[src/lbc_pkg.sv]
// ----------------------------------------------------------------------------
// lbc_pkg
// Shared types and constants for the LED blink controller.
// ----------------------------------------------------------------------------
`default_nettype none

package lbc_pkg;

   localparam int LED_COUNT = 3;
   localparam int TICK_MS   = 100;

   localparam int CMD_W   = 3;
   localparam int IDX_W   = 3;
   localparam int MS_W    = 16;
   localparam int PIN_W   = 3;
   localparam int TICK_W  = 10;
   localparam int WALK_W  = (LED_COUNT > 1) ? $clog2(LED_COUNT) : 1;

   localparam logic [TICK_W-1:0] TICKS_MAX = TICK_W'(1023);

   // ms / TICK_MS as multiply by rounded-up reciprocal, exact for MS_W-bit inputs
   localparam int DIV_SHIFT = MS_W + $clog2(TICK_MS);
   localparam int RECIP_W   = MS_W + 1;
   localparam int PROD_W    = MS_W + RECIP_W;
   localparam int QUOT_W    = PROD_W - DIV_SHIFT;
   localparam logic [RECIP_W-1:0] DIV_RECIP =
      RECIP_W'(((64'd1 << DIV_SHIFT) + 64'(TICK_MS) - 64'd1) / 64'(TICK_MS));

   typedef enum logic [CMD_W-1:0] {
      CMD_ON         = 3'd0,
      CMD_OFF        = 3'd1,
      CMD_TOGGLE     = 3'd2,
      CMD_BLINK      = 3'd3,
      CMD_TEST_START = 3'd4,
      CMD_TEST_END   = 3'd5,
      CMD_TICK       = 3'd6
   } cmd_code_type;

   typedef enum logic [1:0] {
      MODE_OFF   = 2'd0,
      MODE_ON    = 2'd1,
      MODE_BLINK = 2'd2
   } led_mode_type;

   typedef enum logic [1:0] {
      ST_IDLE   = 2'd0,
      ST_WORK   = 2'd1,
      ST_FINISH = 2'd2
   } state_type;

   typedef struct packed {
      logic              load_item;
      logic              step_en;
      logic              load_rsp;
      logic [WALK_W-1:0] walk_idx;
   } lbc_cmd_type;

   typedef struct packed {
      logic is_tick;
      logic rsp_busy;
   } lbc_sts_type;

endpackage

`default_nettype wire

[src/lbc_ctrl.sv]
// ----------------------------------------------------------------------------
// lbc_ctrl
// Sequencer: takes a word, walks the LEDs for a tick, then loads the result.
// ----------------------------------------------------------------------------
`default_nettype none

module lbc_ctrl (
   input  wire                 clock,
   input  wire                 reset,
   input  wire                 req_valid,
   output logic                req_ready,
   input  lbc_pkg::lbc_sts_type sts,
   output lbc_pkg::lbc_cmd_type cmd
);

   lbc_pkg::state_type            state_ff, state_in;
   logic [lbc_pkg::WALK_W-1:0]    walk_ff, walk_in;
   logic                          last_led;

   assign last_led = (walk_ff == lbc_pkg::WALK_W'(lbc_pkg::LED_COUNT - 1));

   always_ff @(posedge clock) begin
      if (reset) begin
         state_ff <= lbc_pkg::ST_IDLE;
         walk_ff  <= '0;
      end else begin
         state_ff <= state_in;
         walk_ff  <= walk_in;
      end
   end

   // next state
   always_comb begin
      state_in = state_ff;
      walk_in  = walk_ff;
      case (state_ff)
         lbc_pkg::ST_IDLE: begin
            walk_in = '0;
            if (req_valid) state_in = lbc_pkg::ST_WORK;
         end
         lbc_pkg::ST_WORK: begin
            if (!sts.is_tick || last_led) begin
               state_in = lbc_pkg::ST_FINISH;
               walk_in  = '0;
            end else begin
               walk_in = walk_ff + lbc_pkg::WALK_W'(1);
            end
         end
         lbc_pkg::ST_FINISH: begin
            if (!sts.rsp_busy) state_in = lbc_pkg::ST_IDLE;
         end
         default: begin
            state_in = lbc_pkg::ST_IDLE;
            walk_in  = '0;
         end
      endcase
   end

   // outputs
   always_comb begin
      req_ready     = 1'b0;
      cmd.load_item = 1'b0;
      cmd.step_en   = 1'b0;
      cmd.load_rsp  = 1'b0;
      cmd.walk_idx  = walk_ff;
      case (state_ff)
         lbc_pkg::ST_IDLE: begin
            req_ready     = 1'b1;
            cmd.load_item = req_valid;
         end
         lbc_pkg::ST_WORK: begin
            cmd.step_en = 1'b1;
         end
         lbc_pkg::ST_FINISH: begin
            cmd.load_rsp = !sts.rsp_busy;
         end
         default: begin
            req_ready = 1'b0;
         end
      endcase
   end

   a_accept_to_work: assert property (@(posedge clock) disable iff (reset)
      (req_valid && req_ready) |=> (state_ff == lbc_pkg::ST_WORK))
      else $error("accepted word did not start work");

   a_walk_idle_zero: assert property (@(posedge clock) disable iff (reset)
      (state_ff == lbc_pkg::ST_IDLE) |-> (walk_ff == '0))
      else $error("walk counter not cleared in idle");

   a_no_overwrite: assert property (@(posedge clock) disable iff (reset)
      cmd.load_rsp |-> !sts.rsp_busy)
      else $error("result loaded over a pending word");

   a_finish_done: assert property (@(posedge clock) disable iff (reset)
      (state_ff == lbc_pkg::ST_FINISH && !sts.rsp_busy) |=> (state_ff == lbc_pkg::ST_IDLE))
      else $error("finish did not return to idle");

endmodule

`default_nettype wire

[src/lbc_datapath.sv]
// ----------------------------------------------------------------------------
// lbc_datapath
// Per-LED state, command update for one LED per cycle, output register.
// ----------------------------------------------------------------------------
`default_nettype none

module lbc_datapath (
   input  wire                              clock,
   input  wire                              reset,
   input  wire  [lbc_pkg::CMD_W-1:0]        req_cmd,
   input  wire  [lbc_pkg::IDX_W-1:0]        req_led_index,
   input  wire  [lbc_pkg::MS_W-1:0]         req_blink_period_ms,
   input  wire                              csr_wr_en,
   input  wire  [lbc_pkg::PIN_W-1:0]        csr_wr_data,
   output logic                             rsp_valid,
   input  wire                              rsp_ready,
   output logic [lbc_pkg::PIN_W-1:0]        rsp_pin_levels,
   input  lbc_pkg::lbc_cmd_type             cmd,
   output lbc_pkg::lbc_sts_type             sts
);

   localparam int N = lbc_pkg::LED_COUNT;

   logic [lbc_pkg::CMD_W-1:0]  cmd_ff;
   logic [lbc_pkg::IDX_W-1:0]  idx_ff;
   logic [lbc_pkg::MS_W-1:0]   ms_ff;
   logic [lbc_pkg::PIN_W-1:0]  mask_ff;
   logic                       rsp_valid_ff;
   logic [lbc_pkg::PIN_W-1:0]  pins_ff;

   lbc_pkg::led_mode_type      mode_ff  [N];
   lbc_pkg::led_mode_type      mode_in  [N];
   lbc_pkg::led_mode_type      saved_ff [N];
   lbc_pkg::led_mode_type      saved_in [N];
   logic                       lit_ff   [N];
   logic                       lit_in   [N];
   logic [lbc_pkg::TICK_W-1:0] period_ff [N];
   logic [lbc_pkg::TICK_W-1:0] period_in [N];
   logic [lbc_pkg::TICK_W-1:0] count_ff  [N];
   logic [lbc_pkg::TICK_W-1:0] count_in  [N];

   logic                        is_tick;
   logic                        in_range;
   logic [lbc_pkg::WALK_W-1:0]  sel;
   logic [lbc_pkg::PROD_W-1:0]  prod;
   logic [lbc_pkg::QUOT_W-1:0]  quot;
   logic [lbc_pkg::TICK_W-1:0]  ticks;
   logic [lbc_pkg::TICK_W-1:0]  dec;
   logic [lbc_pkg::PIN_W-1:0]   pins_now;

   assign is_tick  = (cmd_ff == lbc_pkg::CMD_TICK);
   assign in_range = (idx_ff < lbc_pkg::IDX_W'(N));
   assign sel      = is_tick ? cmd.walk_idx : idx_ff[lbc_pkg::WALK_W-1:0];

   // period in ticks: divide, clamp to at least one tick, saturate
   assign prod = lbc_pkg::PROD_W'(ms_ff) * lbc_pkg::PROD_W'(lbc_pkg::DIV_RECIP);
   assign quot = prod[lbc_pkg::PROD_W-1:lbc_pkg::DIV_SHIFT];
   always_comb begin
      if (quot == '0)
         ticks = lbc_pkg::TICK_W'(1);
      else if (quot > lbc_pkg::QUOT_W'(lbc_pkg::TICKS_MAX))
         ticks = lbc_pkg::TICKS_MAX;
      else
         ticks = lbc_pkg::TICK_W'(quot);
   end

   assign dec = count_ff[sel] - lbc_pkg::TICK_W'(1);

   always_comb begin
      for (int i = 0; i < N; i++) begin
         mode_in[i]   = mode_ff[i];
         saved_in[i]  = saved_ff[i];
         lit_in[i]    = lit_ff[i];
         period_in[i] = period_ff[i];
         count_in[i]  = count_ff[i];
      end
      if (cmd.step_en) begin
         if (is_tick) begin
            if (mode_ff[sel] == lbc_pkg::MODE_BLINK) begin
               if (dec == '0) begin
                  count_in[sel] = period_ff[sel];
                  lit_in[sel]   = !lit_ff[sel];
               end else begin
                  count_in[sel] = dec;
               end
            end
         end else if (in_range) begin
            case (cmd_ff)
               lbc_pkg::CMD_ON: begin
                  mode_in[sel] = lbc_pkg::MODE_ON;
                  lit_in[sel]  = 1'b1;
               end
               lbc_pkg::CMD_OFF: begin
                  mode_in[sel] = lbc_pkg::MODE_OFF;
                  lit_in[sel]  = 1'b0;
               end
               lbc_pkg::CMD_TOGGLE: begin
                  if (mode_ff[sel] != lbc_pkg::MODE_BLINK) begin
                     mode_in[sel] = (mode_ff[sel] == lbc_pkg::MODE_ON) ?
                                    lbc_pkg::MODE_OFF : lbc_pkg::MODE_ON;
                     lit_in[sel]  = !lit_ff[sel];
                  end
               end
               lbc_pkg::CMD_BLINK: begin
                  mode_in[sel]   = lbc_pkg::MODE_BLINK;
                  period_in[sel] = ticks;
                  count_in[sel]  = ticks;
                  lit_in[sel]    = 1'b1;
               end
               lbc_pkg::CMD_TEST_START: begin
                  saved_in[sel] = mode_ff[sel];
                  if (mode_ff[sel] == lbc_pkg::MODE_ON || mode_ff[sel] == lbc_pkg::MODE_BLINK) begin
                     mode_in[sel] = lbc_pkg::MODE_OFF;
                     lit_in[sel]  = 1'b0;
                  end else begin
                     mode_in[sel] = lbc_pkg::MODE_ON;
                     lit_in[sel]  = 1'b1;
                  end
               end
               lbc_pkg::CMD_TEST_END: begin
                  mode_in[sel] = saved_ff[sel];
                  case (saved_ff[sel])
                     lbc_pkg::MODE_ON: begin
                        lit_in[sel] = 1'b1;
                     end
                     lbc_pkg::MODE_BLINK: begin
                        count_in[sel] = period_ff[sel];
                        lit_in[sel]   = 1'b1;
                     end
                     default: begin
                        lit_in[sel] = 1'b0;
                     end
                  endcase
               end
               default: begin
                  mode_in[sel] = mode_ff[sel];
               end
            endcase
         end
      end
   end

   always_ff @(posedge clock) begin
      if (reset) begin
         for (int i = 0; i < N; i++) begin
            mode_ff[i]   <= lbc_pkg::MODE_OFF;
            saved_ff[i]  <= lbc_pkg::MODE_OFF;
            lit_ff[i]    <= 1'b0;
            period_ff[i] <= '0;
            count_ff[i]  <= '0;
         end
         mask_ff      <= lbc_pkg::PIN_W'(6);
         rsp_valid_ff <= 1'b0;
      end else begin
         for (int i = 0; i < N; i++) begin
            mode_ff[i]   <= mode_in[i];
            saved_ff[i]  <= saved_in[i];
            lit_ff[i]    <= lit_in[i];
            period_ff[i] <= period_in[i];
            count_ff[i]  <= count_in[i];
         end
         if (csr_wr_en) mask_ff <= csr_wr_data;
         if (cmd.load_rsp)
            rsp_valid_ff <= 1'b1;
         else if (rsp_ready)
            rsp_valid_ff <= 1'b0;
      end
   end

   // item and result payload
   always_ff @(posedge clock) begin
      if (cmd.load_item) begin
         cmd_ff <= req_cmd;
         idx_ff <= req_led_index;
         ms_ff  <= req_blink_period_ms;
      end
      if (cmd.load_rsp) pins_ff <= pins_now;
   end

   for (genvar g = 0; g < lbc_pkg::PIN_W; g++) begin : g_pin
      if (g < N) begin : g_led
         assign pins_now[g] = lit_ff[g] ^ mask_ff[g];
      end else begin : g_none
         assign pins_now[g] = 1'b0;
      end
   end

   assign sts.is_tick  = is_tick;
   assign sts.rsp_busy = rsp_valid_ff && !rsp_ready;
   assign rsp_valid      = rsp_valid_ff;
   assign rsp_pin_levels = pins_ff;

endmodule

`default_nettype wire

[src/led_blink_controller_unit.sv]
// ----------------------------------------------------------------------------
// led_blink_controller_unit
// LED bank controller: on/off/toggle/blink/test commands and blink ticks.
//
//   channel  direction  signals
//   req      in         req_valid, req_ready, req_cmd, req_led_index,
//                       req_blink_period_ms
//   rsp      out        rsp_valid, rsp_ready, rsp_pin_levels
//   csr      in         csr_wr_en, csr_wr_data (invert mask)
//
// rsp_valid rises as the controller goes from finish to idle, after the work
// step, which walks the LEDs one per cycle for a tick; req_ready returns with
// it, so no word is taken before the last result is loaded. Synchronous reset
// clears all LED state and sets the invert mask to 6. A stalled rsp holds the
// controller in its finish step until the pending word is taken.
// ----------------------------------------------------------------------------
`default_nettype none

module led_blink_controller_unit (
   input  wire                          clock,
   input  wire                          reset,
   input  wire                          req_valid,
   output logic                         req_ready,
   input  wire  [lbc_pkg::CMD_W-1:0]    req_cmd,
   input  wire  [lbc_pkg::IDX_W-1:0]    req_led_index,
   input  wire  [lbc_pkg::MS_W-1:0]     req_blink_period_ms,
   output logic                         rsp_valid,
   input  wire                          rsp_ready,
   output logic [lbc_pkg::PIN_W-1:0]    rsp_pin_levels,
   input  wire                          csr_wr_en,
   input  wire  [lbc_pkg::PIN_W-1:0]    csr_wr_data
);

   lbc_pkg::lbc_cmd_type cmd;
   lbc_pkg::lbc_sts_type sts;

   lbc_ctrl u_ctrl (
      .clock     (clock),
      .reset     (reset),
      .req_valid (req_valid),
      .req_ready (req_ready),
      .sts       (sts),
      .cmd       (cmd)
   );

   lbc_datapath u_datapath (
      .clock               (clock),
      .reset               (reset),
      .req_cmd             (req_cmd),
      .req_led_index       (req_led_index),
      .req_blink_period_ms (req_blink_period_ms),
      .csr_wr_en           (csr_wr_en),
      .csr_wr_data         (csr_wr_data),
      .rsp_valid           (rsp_valid),
      .rsp_ready           (rsp_ready),
      .rsp_pin_levels      (rsp_pin_levels),
      .cmd                 (cmd),
      .sts                 (sts)
   );

endmodule

`default_nettype wire
[config.mk]
export PLATFORM = sky130hd
export DESIGN_NAME = led_blink_controller_unit
export DESIGN_NICKNAME = d
export VERILOG_FILES = /design/src/lbc_pkg.sv /design/src/lbc_ctrl.sv /design/src/lbc_datapath.sv /design/src/led_blink_controller_unit.sv
export SDC_FILE = /design/constraint.sdc
export NUM_CORES = 1
export LEC_CHECK = 0
export CAP_MARGIN = 5
export CORE_ASPECT_RATIO = 1.75
export CORE_MARGIN = 8
export CORE_UTILIZATION = 50
export DETAILED_ROUTE_END_ITERATION = 6
export DONT_BUFFER_PORTS = 1
export GPL_ROUTABILITY_DRIVEN = 0
export PLACE_DENSITY_LB_ADDON = 0.15
export SETUP_SLACK_MARGIN = 0.1
export SLEW_MARGIN = 20
export SYNTH_ARGS = -nofsm -noshare
export SYNTH_HDL_FRONTEND = slang
export SYNTH_SLANG_ARGS = --single-unit
export TNS_END_PERCENT = 5
[constraint.sdc]
create_clock -name clock -period 8.5 [get_ports clock]
set_clock_uncertainty 0.1 [all_clocks]
set_input_delay 0.425 -clock clock [delete_from_list [all_inputs] [get_ports clock]]
set_output_delay 0.425 -clock clock [all_outputs]
set_load 0.005 [all_outputs]
Word level (Yosys, flattened, before mapping). Memory sizes are Yosys's and may differ from the RTL's. Index checks and enable logic that the tools add are counted.

ROM bits: 0. Output and inout port bits: 5. Logic and storage cells: 162. Bits of input ports: 30. Memories: 5. RAM bits: 75. Register bits: 33. Latch bits: 0.

$mul: 1. Equality and inequality tests: 17. Div/mod/pow operators: 0. Mux-type cells: 79. Add/subtract/negate cells: 2. Magnitude comparators: 4. Bitwise operators: 30. Reduce and logical (&&, ||, !) cells: 16. Shift operators: 0.

Memories: u_datapath.count_ff (words 3, width 10, read ports 4, clocked after memory_dff 0, wr ports 3, RTL line lbc_datapath.sv:39) `logic [lbc_pkg::TICK_W-1:0] count_ff [N];`; u_datapath.period_ff (words 3, width 10, read ports 4, clocked after memory_dff 0, wr ports 3, RTL line lbc_datapath.sv:37) `logic [lbc_pkg::TICK_W-1:0] period_ff [N];`; u_datapath.mode_ff (words 3, width 2, read ports 4, clocked after memory_dff 0, wr ports 3, RTL line lbc_datapath.sv:31) `lbc_pkg::led_mode_type mode_ff [N];`; u_datapath.saved_ff (words 3, width 2, read ports 4, clocked after memory_dff 0, wr ports 3, RTL line lbc_datapath.sv:33) `lbc_pkg::led_mode_type saved_ff [N];`; u_datapath.lit_ff (words 3, width 1, read ports 4, clocked after memory_dff 0, wr ports 3, RTL line lbc_datapath.sv:35) `logic lit_ff [N];`.

Operators with widths (number): two-way mux 30 bit (10); bitwise mux 30 bit (4); two-way mux 10 bit (9); one-hot mux 30 bit (2 select lines) (1); two-way mux 6 bit (9); one-hot mux 6 bit (6 select lines) (1); multiplier 16 x 17 -> 33 bit, second input constant (1); bitwise mux 6 bit (4); two-way mux 2 bit (12); two-way mux 3 bit (8); demux 10 bit (select 2 bit) (1); logical NOT 10 bit (2); OR 1 bit (15); one-hot mux 3 bit (5 select lines) (1); two-way mux 1 bit (14); greater-than comparator 10 bit, second input constant (1); subtractor 10 x 1 -> 10 bit, second input constant (1); bitwise AND 3 bit (3); equality test 3 bit, second input constant (3); NOT 3 bit (3); OR 3 bit (3); equality test 2 bit, second input constant (4); bitwise AND 6 bit (1); equality test 2 x 1 -> 1 bit, second input constant (3); 24 further kinds (35).

Logic depth before layout (Yosys ltp). Gate-level depths: netlist of the first run.

Depth after elaboration: 15. Depth in mapped cells: 24. Mapped depth without buffers: 24.

Modules after synthesis. Synthesis of the first run repeated with hierarchy kept, for this count alone.

Cells, all modules: 1284. Area total of the unflattened synthesis: 11287.1 um^2.

Modules (own cells, without submodules): lbc_datapath (area each 11089.4 um^2, sequential area each 2332.2 um^2, cells each 1260, instances 1); lbc_ctrl (area each 197.7 um^2, sequential area each 80.1 um^2, cells each 24, instances 1).

Worst setup path before layout of the first run. Ideal clock, no wire load.

Path type: register to register. From: reg u_datapath.ms_ff[14] (netlist name). To: mem u_datapath.count_ff[2][0] (netlist name). Required time: 8.326 ns. Arrival: 6.594 ns. Path buffers: 0. Cell stages (with the launch flop): 22. Library setup time: 0.074 ns. Period minus slack after synthesis: 6.768 ns. Setup slack: 1.732 ns. Cells stage by stage: edfxtp_1 > fa_1 > inv_1 > fa_1 > inv_1 > fa_1 > fa_1 > fa_1 > inv_1 > fa_1 > inv_1 > ha_1 > nand3_1 > a21boi_0 > o311a_1 > or3_1 > or3_1 > a221o_1 > nor4_1 > a41oi_1 > a2111o_1 > a31oi_1.

RTL lines: start: declaration (RTL line lbc_datapath.sv:26) `logic [lbc_pkg::MS_W-1:0] ms_ff;`; start signal: assignment (RTL line lbc_datapath.sv:175) `ms_ff <= req_blink_period_ms;`; end: declaration (RTL line lbc_datapath.sv:39).

==> summary.md, run 1 <==
| Metric | Value |
|---|---|
| I/O pin cnt | `35` |
| Syn nets | `1,588` |
| Die Y | `214.0 um` |
| LEAKAGE | `a little over 5 nW` |
| Port buffer count | `0` |
| Post-synth top area share | `0.1734` |
| Core Area | `22,070 um^2` |
| R2R Setup Slk | `1060 ps` |
| Final Hold Violating Endpoints | `0` |
| Largest area contributor in the netlist | `fa_1` |
| Setup crit end kind | `flop` |
| Slew margin rel. | `0.2690` |
| Via Count | `roughly 9,300` |
| P per Cell Area | `roughly 370 nW/um^2` |
| H-tree Lvls | `3` |
| Most common cell after layout, fill and taps aside | `inv_1` |
| CTS tree | `built` |
| DP Area | `between 10,000 and 15,000 um^2` |
| Hold Path End | `u_datapath.saved_ff[0][1]$_SDFFE_PP0P_` |
| Synth Flop Type | `dfxtp_1` |
| DP HPWL | `25,060 um` |
| Final setup fails | `0` |
| Fmax | `roughly 0.13 GHz` |
| Worst-skew pair later-pin latency | `370 ps` |
| Status | `finished, final reports clean` |
| Die area | `27,630 um^2` |
| Post-cts resize count | `0` |
| Worst EP arrival | `7640 ps` |
| Routed len/inst | `19.98 um` |
| Syn Inst Count | `1,322` |
| Critical path class | `flop to flop` |
| Post-synth EDFFs | `25` |
| Post-CTS setup buffer count | `0` |
| Area contributors post-synth | `fa_1, ha_1, dfxtp_1, edfxtp_1, inv_1` |
| Sequential share of the synthesized area | `0.2154` |
| Hold path startpoint | `reset` |
| Die outline width | `129.1 um` |
| Min cycle time layout | `approximately 7400 ps` |
| Pwr Total | `about 0.0044 W` |
| RR Endpoint | `u_datapath.count_ff[2][0]$_SDFFE_PP0P_` |
| Maxcap violations | `0` |
| Worst r2r path cells | `21` |
| Unrepaired setup endpoints after global routing | `no` |
| Worst r2r src | `u_datapath.ms_ff[14]$_DFFE_PP_` |
| Antenna viol nets, final | `0` |
| Initial antenna violation count | `0` |
| Starting Density | `0.5073` |
| Tightest Pin Transition | `1096 ps` |
| Total track usage | `0.2370` |
| Worst hold path depth | `1` |
| Drt drc | `0` |
| P&R area growth vs syn | `4.246%` |
| Crit Path Max Fanout | `7` |
| Reg clk slew, reported paths | `80 ps` |
| Ant. Diodes | `0` |
| Share of post-route cells with drive strength above 1 | `0.03555` |
| Finished Core Util | `0.5289` |
| Class of the worst hold path | `input port to flop` |
| Startpoint Class | `flop` |
| Worst EP required | `~8700 ps` |
| Vias/cell | `between 5 and 6` |
| Clk root buf | `clkbuf_16` |
| Total clock sinks | `108` |
| Floorplan row count | `72` |
| Yosys reg bits | `108` |
| Max Slew Vio Count | `0` |
| Vias in the first global route | `9,489` |
| Largest net degree at the start of global routing | `between 80 and 90` |
| Distinct cells, synth | `76` |
| Peak VDD IR | `475.3 uV` |
| Grt ovf | `0` |
| Commonest non-fill, non-tap cells in the layout | `inv_1, nand2_1, ha_1, a21oi_1, fa_1` |
| Layout net count | `~1,600` |
| CTS Buf Count | `9` |
| Clock Tree Buf Depth | `2` |
| Post-CTS Hold Buffers | `0` |
| Final Instance Area | `11,670 um^2` |
| Setup TNS Final | `0 ps` |
| Post-Route WL | `31,770 um` |
| Mean cell area of the mapped netlist | `8.470 um^2` |
| First DRT Iteration DRCs | `580` |
| First-pass GRT wire length | `~51,000 um` |
| Tcrit/Tclk final | `0.8753` |
| Warnings from Yosys | `0` |
| First-pass DRT Iterations | `7` |
| Mapped Area | `11,200 um^2` |
| Share of synthesized registers carrying an async set or reset | `0` |
[worst max-delay path by stage]
stage | from | cells after the start | endpoint | slack (ps)
after global routing | u_datapath.ms_ff[14]$_DFFE_PP_ | 22 | u_datapath.count_ff[1][0]$_SDFFE_PP0P_ | 520
after global placement | u_datapath.ms_ff[14]$_DFFE_PP_ | 21 | u_datapath.count_ff[2][0]$_SDFFE_PP0P_ | 1220
final | u_datapath.ms_ff[14]$_DFFE_PP_ | 21 | u_datapath.count_ff[2][0]$_SDFFE_PP0P_ | 1060
after CTS | u_datapath.ms_ff[14]$_DFFE_PP_ | 21 | u_datapath.count_ff[2][0]$_SDFFE_PP0P_ | 1060
after floorplan | u_datapath.ms_ff[14]$_DFFE_PP_ | 21 | u_datapath.count_ff[2][0]$_SDFFE_PP0P_ | 1730
after detailed placement | u_datapath.ms_ff[14]$_DFFE_PP_ | 21 | u_datapath.count_ff[2][0]$_SDFFE_PP0P_ | 1090
[worst max-delay path: stages, from the launching register on]
cell	delay, ps
edfxtp_1	530
fa_1	650
inv_1	120
fa_1	510
inv_1	50
fa_1	510
fa_1	530
fa_1	550
inv_1	50
fa_1	530
inv_1	50
ha_1	310
nand4_1	130
nor4_1	550
and3_1	250
a211oi_1	100
o211ai_1	270
a21oi_1	120
xnor2_1	420
a41oi_1	440
a2111o_1	480
a31oi_1	160
[cells in the mapped netlist (all sizes together) (5+ instances only)]
master / number
a221oi: 6
or3: 10
a211oi: 20
o21ai: 49
nor4: 9
clkbuf: 38
dfxtp: 83
edfxtp: 25
nand2: 150
a21oi: 133
o211ai: 16
nor2b: 7
xor2: 9
a21o: 9
nand3: 39
and3: 6
nand2b: 5
a211o: 5
xnor2: 11
fa: 97
ha: 139
buf: 17
mux2i: 24
nor2: 97
nand4: 6
and2: 6
o22ai: 6
inv: 193
a31oi: 24
nor3: 24
[power breakdown]
group          internal, W  switching (W)  total (W)
clock network     0.000209       0.000205   0.000414
logic              0.00131        0.00209    0.00340
registers         0.000539      0.0000221   0.000561
[per-layer routing]
layer | vias to the layer above | share of wire | track usage
li1 | 4459 | - | -
met1 | 4434 | 0.35 | 0.2386
met2 | 284 | 0.55 | 0.4334
met3 | 108 | 0.038 | 0.03088
met4 | 0 | 0.064 | 0.1646
met5 | - | 0 | 0
[final cells by class]
class	instances	area (um^2)
clock inverter	3	22.52
timing repair buffer	11	82.58
tap	296	370.4
inverter	193	724.4
sequential	108	2412
clock buffer	13	250.2
multi-input combinational	966	7810
fill	2109	10400
[logic make-up after synthesis]
group                      after synthesis  synth area share
and+or+nand+nor                        370            0.1483
AOI/OAI and AO/OA                      314            0.1776
xor gates and xnor gates                20           0.01632
muxes                                   26           0.02637
buffers and inverters                  248           0.08727
adders and majority gates              236            0.3288
DFF                                    108            0.2154
[sequential cells by signal, indices dropped and copies added, names as in the netlist, 3 cells and up]
register	flops
u_datapath.count_ff	30
u_datapath.rsp_pin_levels	3
u_datapath.mask_ff	3
u_datapath.mode_ff	6
u_datapath.cmd_ff	3
u_datapath.idx_ff	3
u_datapath.saved_ff	6
u_datapath.period_ff	30
u_datapath.ms_ff	16
u_datapath.lit_ff	3
[through the flow]
step                      worst slack, ps  std cells  hold WS [ps]
after floorplan                      1732       1322         335.7
after global placement               1217       1574         341.1
after detailed placement             1086       1574         344.3
after CTS                            1064       1590         13.55
after global routing                515.5       1590         11.96
final                                1060       1590         34.87
No activity file was read; power rests on OpenSTA's default activity.
==> inputs of run 2 (changes only) <==
--- a/config.mk
+++ b/config.mk
@@ -5,6 +5,7 @@
 export SDC_FILE = /design/constraint.sdc
 export NUM_CORES = 1
 export LEC_CHECK = 0
+export ABC_AREA = 1
 export CAP_MARGIN = 5
 export CORE_ASPECT_RATIO = 1.75
 export CORE_MARGIN = 8
@@ -12,8 +13,9 @@
 export DETAILED_ROUTE_END_ITERATION = 6
 export DONT_BUFFER_PORTS = 1
 export GPL_ROUTABILITY_DRIVEN = 0
-export PLACE_DENSITY_LB_ADDON = 0.15
+export PLACE_DENSITY_LB_ADDON = 0.12
 export SETUP_SLACK_MARGIN = 0.1
+export SKIP_CTS_REPAIR_TIMING = 1
 export SLEW_MARGIN = 20
 export SYNTH_ARGS = -nofsm -noshare
 export SYNTH_HDL_FRONTEND = slang
==> run 2 against run 1 <==
Net effect:
- maximum frequency grew 12%
- design area up 9.9%
- first-iteration DRC count up 17%
- critical endpoint unchanged
- register-to-register slack gained 770 ps
- sequential power barely moved
- setup slack better by 770 ps
- critical path depth increased by 8
- power up 16%
- cell count increased by 28%
==> summary.md, run 2 <==
| Metric | Value |
|---|---|
| Status | `finished, final reports clean` |
| Clock network power share | `0.092 (-0.003)` |
| Total track usage | `0.2471 (+0.01012)` |
| Crit-path max cell delay | `640 ps (about the same)` |
| Via Count | `10,931 (+18%)` |
| Die area | `30,020 um^2 (+8.7%)` |
| Yosys reg bits | `108 (unchanged)` |
| Largest area contributor in the netlist | `fa_1` |
| Antenna viol nets, final | `0 (unchanged)` |
| Cell mode on critical path | `nand2_1` |
| Max Slew Vio Count | `0 (unchanged)` |
| Tightest Pin Transition | `1051 ps (-45.16 ps)` |
| First-pass DRT Iterations | `6 (-1)` |
| DP Area | `12,510 um^2 (+9.7%)` |
| Post-synth top cells | `nand2_1, inv_1, nor2_1, ha_1` |
| Largest regs | `u_datapath.count_ff x30, u_datapath.period_ff x30, u_datapath.ms_ff x16` |
| Final Instance Area | `12,830 um^2 (+9.9%)` |
| Slew margin rel. | `0.2983 (+0.02933)` |
| Comb pwr share | `0.797 (+0.020)` |
| Starting Density | `0.5044 (-0.002944)` |
| Most common cell after layout, fill and taps aside | `nand2_1` |
| Final Hold Violating Endpoints | `0 (unchanged)` |
| Drt drc | `0 (unchanged)` |
| Vias in the first global route | `11,028 (+16%)` |
| Layout net count | `1,982 (+27%)` |
| Largest net degree at the start of global routing | `41 (-51%)` |
| Max Used Layer | `met4` |
| Post-synth EDFFs | `25 (unchanged)` |
| Reg clk slew, reported paths | `80 ps (about the same)` |
| Synth Flop Type | `dfxtp_1` |
| Tcrit/Tclk final | `0.7849 (-0.09038)` |
| Mean cell area of the mapped netlist | `7.040 um^2 (-17%)` |
| CTS Buf Count | `9 (unchanged)` |
| Clk root buf | `clkbuf_16` |
| Area contributors post-synth | `fa_1, ha_1, dfxtp_1, nand2_1, inv_1` |
| Worst EP required | `8720 ps (+20 ps)` |
| Commonest non-fill, non-tap cells in the layout | `nand2_1, inv_1, nor2_1, ha_1` |
| CTS tree | `built` |
| Port buffer count | `0 (unchanged)` |
| Maxcap violations | `0 (unchanged)` |
| Crit Path Max Fanout | `7 (unchanged)` |
| Share of synthesized registers carrying an async set or reset | `0 (unchanged)` |
| First-pass GRT wire length | `57,120 um (+13%)` |
| I/O pin cnt | `35 (unchanged)` |
| Sequential share of the synthesized area | `0.1965 (-0.01897)` |
| Startpoint Class | `flop` |
| Clock Tree Buf Depth | `2 (unchanged)` |
| Post-Route WL | `36,020 um (+13%)` |
| CP max stage cell | `fa_1` |
| P per Cell Area | `395.0 nW/um^2 (+5.5%)` |
| Peak VDD IR | `239.0 uV (-50%)` |
| Pint | `0.002141 W (+4.1%)` |
| Fmax | `0.1499 GHz (+12%)` |
| DP HPWL | `28,550 um (+14%)` |
| Final setup fails | `0 (unchanged)` |
| Floorplan row count | `76 (+5.6%)` |
| H-tree Lvls | `3 (unchanged)` |
| Distinct cells, synth | `47 (-38%)` |
| Share of post-route cells with drive strength above 1 | `0.04067 (+0.005125)` |
| Switching pwr | `0.002926 W (+26%)` |
| Die Y | `223.3 um (+4.4%)` |
| Syn Inst Count | `1,744 (+32%)` |
| Initial antenna violation count | `0 (unchanged)` |
| Mapped Area | `12,280 um^2 (+9.7%)` |
| Total clock sinks | `108 (unchanged)` |
| Min cycle time layout | `6672 ps (-768.2 ps)` |
| DR WL met3 | `1225 um (+1.6%)` |
| Warnings from Yosys | `0 (unchanged)` |
| Critical path class | `flop to flop` |
| Grt ovf | `0 (unchanged)` |
| Hold Slack | `20.15 ps (-14.72 ps)` |
| Ant. Diodes | `0 (unchanged)` |
| Pwr Total | `0.005067 W (+16%)` |
| Flop pwr share | `0.111 (-0.017)` |
| Routed len/inst | `17.72 um (-11%)` |
| Core Area | `24,340 um^2 (+10%)` |
| Metal2 WL | `19,770 um (+14%)` |
| Sw Share | `0.5775 (+0.04813)` |
| M1 WL | `12,340 um (+11%)` |
| Setup crit end kind | `flop` |
| Vias/cell | `5.377 (-7.9%)` |
| Setup TNS Final | `0 ps (unchanged)` |
| Post-synth top area share | `0.1582 (-0.01527)` |
| Unrepaired setup endpoints after global routing | `no` |
| Class of the worst hold path | `input port to flop` |
| First DRT Iteration DRCs | `680 (+17%)` |
| Die outline width | `134.5 um (+4.1%)` |
| Placed Cells | `2,016 (+28%)` |
| Fin cells | `2,033 (+28%)` |
| Worst EP arrival | `6890 ps (-750 ps)` |
| LEAKAGE | `6.758 nW (+32%)` |
| Top-count cell post-synth | `nand2_1` |
| Syn nets | `2,010 (+27%)` |
| Worst-skew pair later-pin latency | `390 ps (+20 ps)` |
| P&R area growth vs syn | `4.474%` |
run 2: power by group through the flow:
stage                     clock [W]  sequential (W)  combinational [W]
final                      0.000467        0.000561            0.00404
after global routing       0.000493        0.000563            0.00467
after CTS                  0.000479        0.000561            0.00404
after detailed placement          0        0.000573            0.00400
after global placement            0        0.000573            0.00397
after floorplan                   0        0.000564            0.00293
run 2: kinds of logic (layout without fill, tap and decap cells):
group | Yosys count | after routing | synth area share
AOI/OAI and AO/OA | 229 | 229 | 0.1061
xor gates and xnor gates | 6 | 6 | 0.004280
adders and majority gates | 236 | 236 | 0.2998
buffers and inverters | 415 | 392 | 0.1317
DFF | 108 | 108 | 0.1965
and+or+nand+nor | 750 | 750 | 0.2617
run 2: final cells by class:
type,instances,area (um^2)
Timing Repair Buffer,12,92.59
Fill cell,2496,11520
Clock inverter,5,66.31
Sequential cell,108,2412
Clock buffer,11,242.7
Inverter,364,1366
Multi-Input combinational cell,1221,8257
Tap cell,312,390.4
run 2: path summary, 6_finish.rpt:
kind | start | endpoint | slack [ps] | cells after the start
worst min-delay path | reset | u_ctrl.walk_ff[1]$_SDFFE_PP0N_ | 20 | 1
worst min register to register | u_datapath.mask_ff[1]$_SDFFE_PP1P_ | u_datapath.mask_ff[1]$_SDFFE_PP1P_ | 380 | 2
worst max-delay path | u_datapath.ms_ff[14]$_DFFE_PP_ | u_datapath.count_ff[2][0]$_SDFFE_PP0P_ | 1830 | 29
worst max register to register | u_datapath.ms_ff[14]$_DFFE_PP_ | u_datapath.count_ff[2][0]$_SDFFE_PP0P_ | 1830 | 29
run 2: through the flow:
step                      setup slack [ps]    util
after floorplan                       2625       -
after detailed placement              1897  0.5138
after CTS                             1859  0.5265
after global placement                1858  0.5138
after global routing                  1313  0.5269
final                                 1828  0.5269
run 2: critical path: cells and delay by family, from the launching register on:
kind / cells / cell delay [ps]
fa+ha+maj: 7 / 3590
flops: 1 / 540
simple gates: 16 / 1790
compound gates: 1 / 250
buf+inv: 5 / 340
run 2: routing by layer:
metal | track usage | vias to the layer above
met1 | 0.2327 | 5076
met2 | 0.4688 | 292
met3 | 0.03491 | 140
met5 | 0 | -
li1 | - | 5423
met4 | 0.1813 | 0
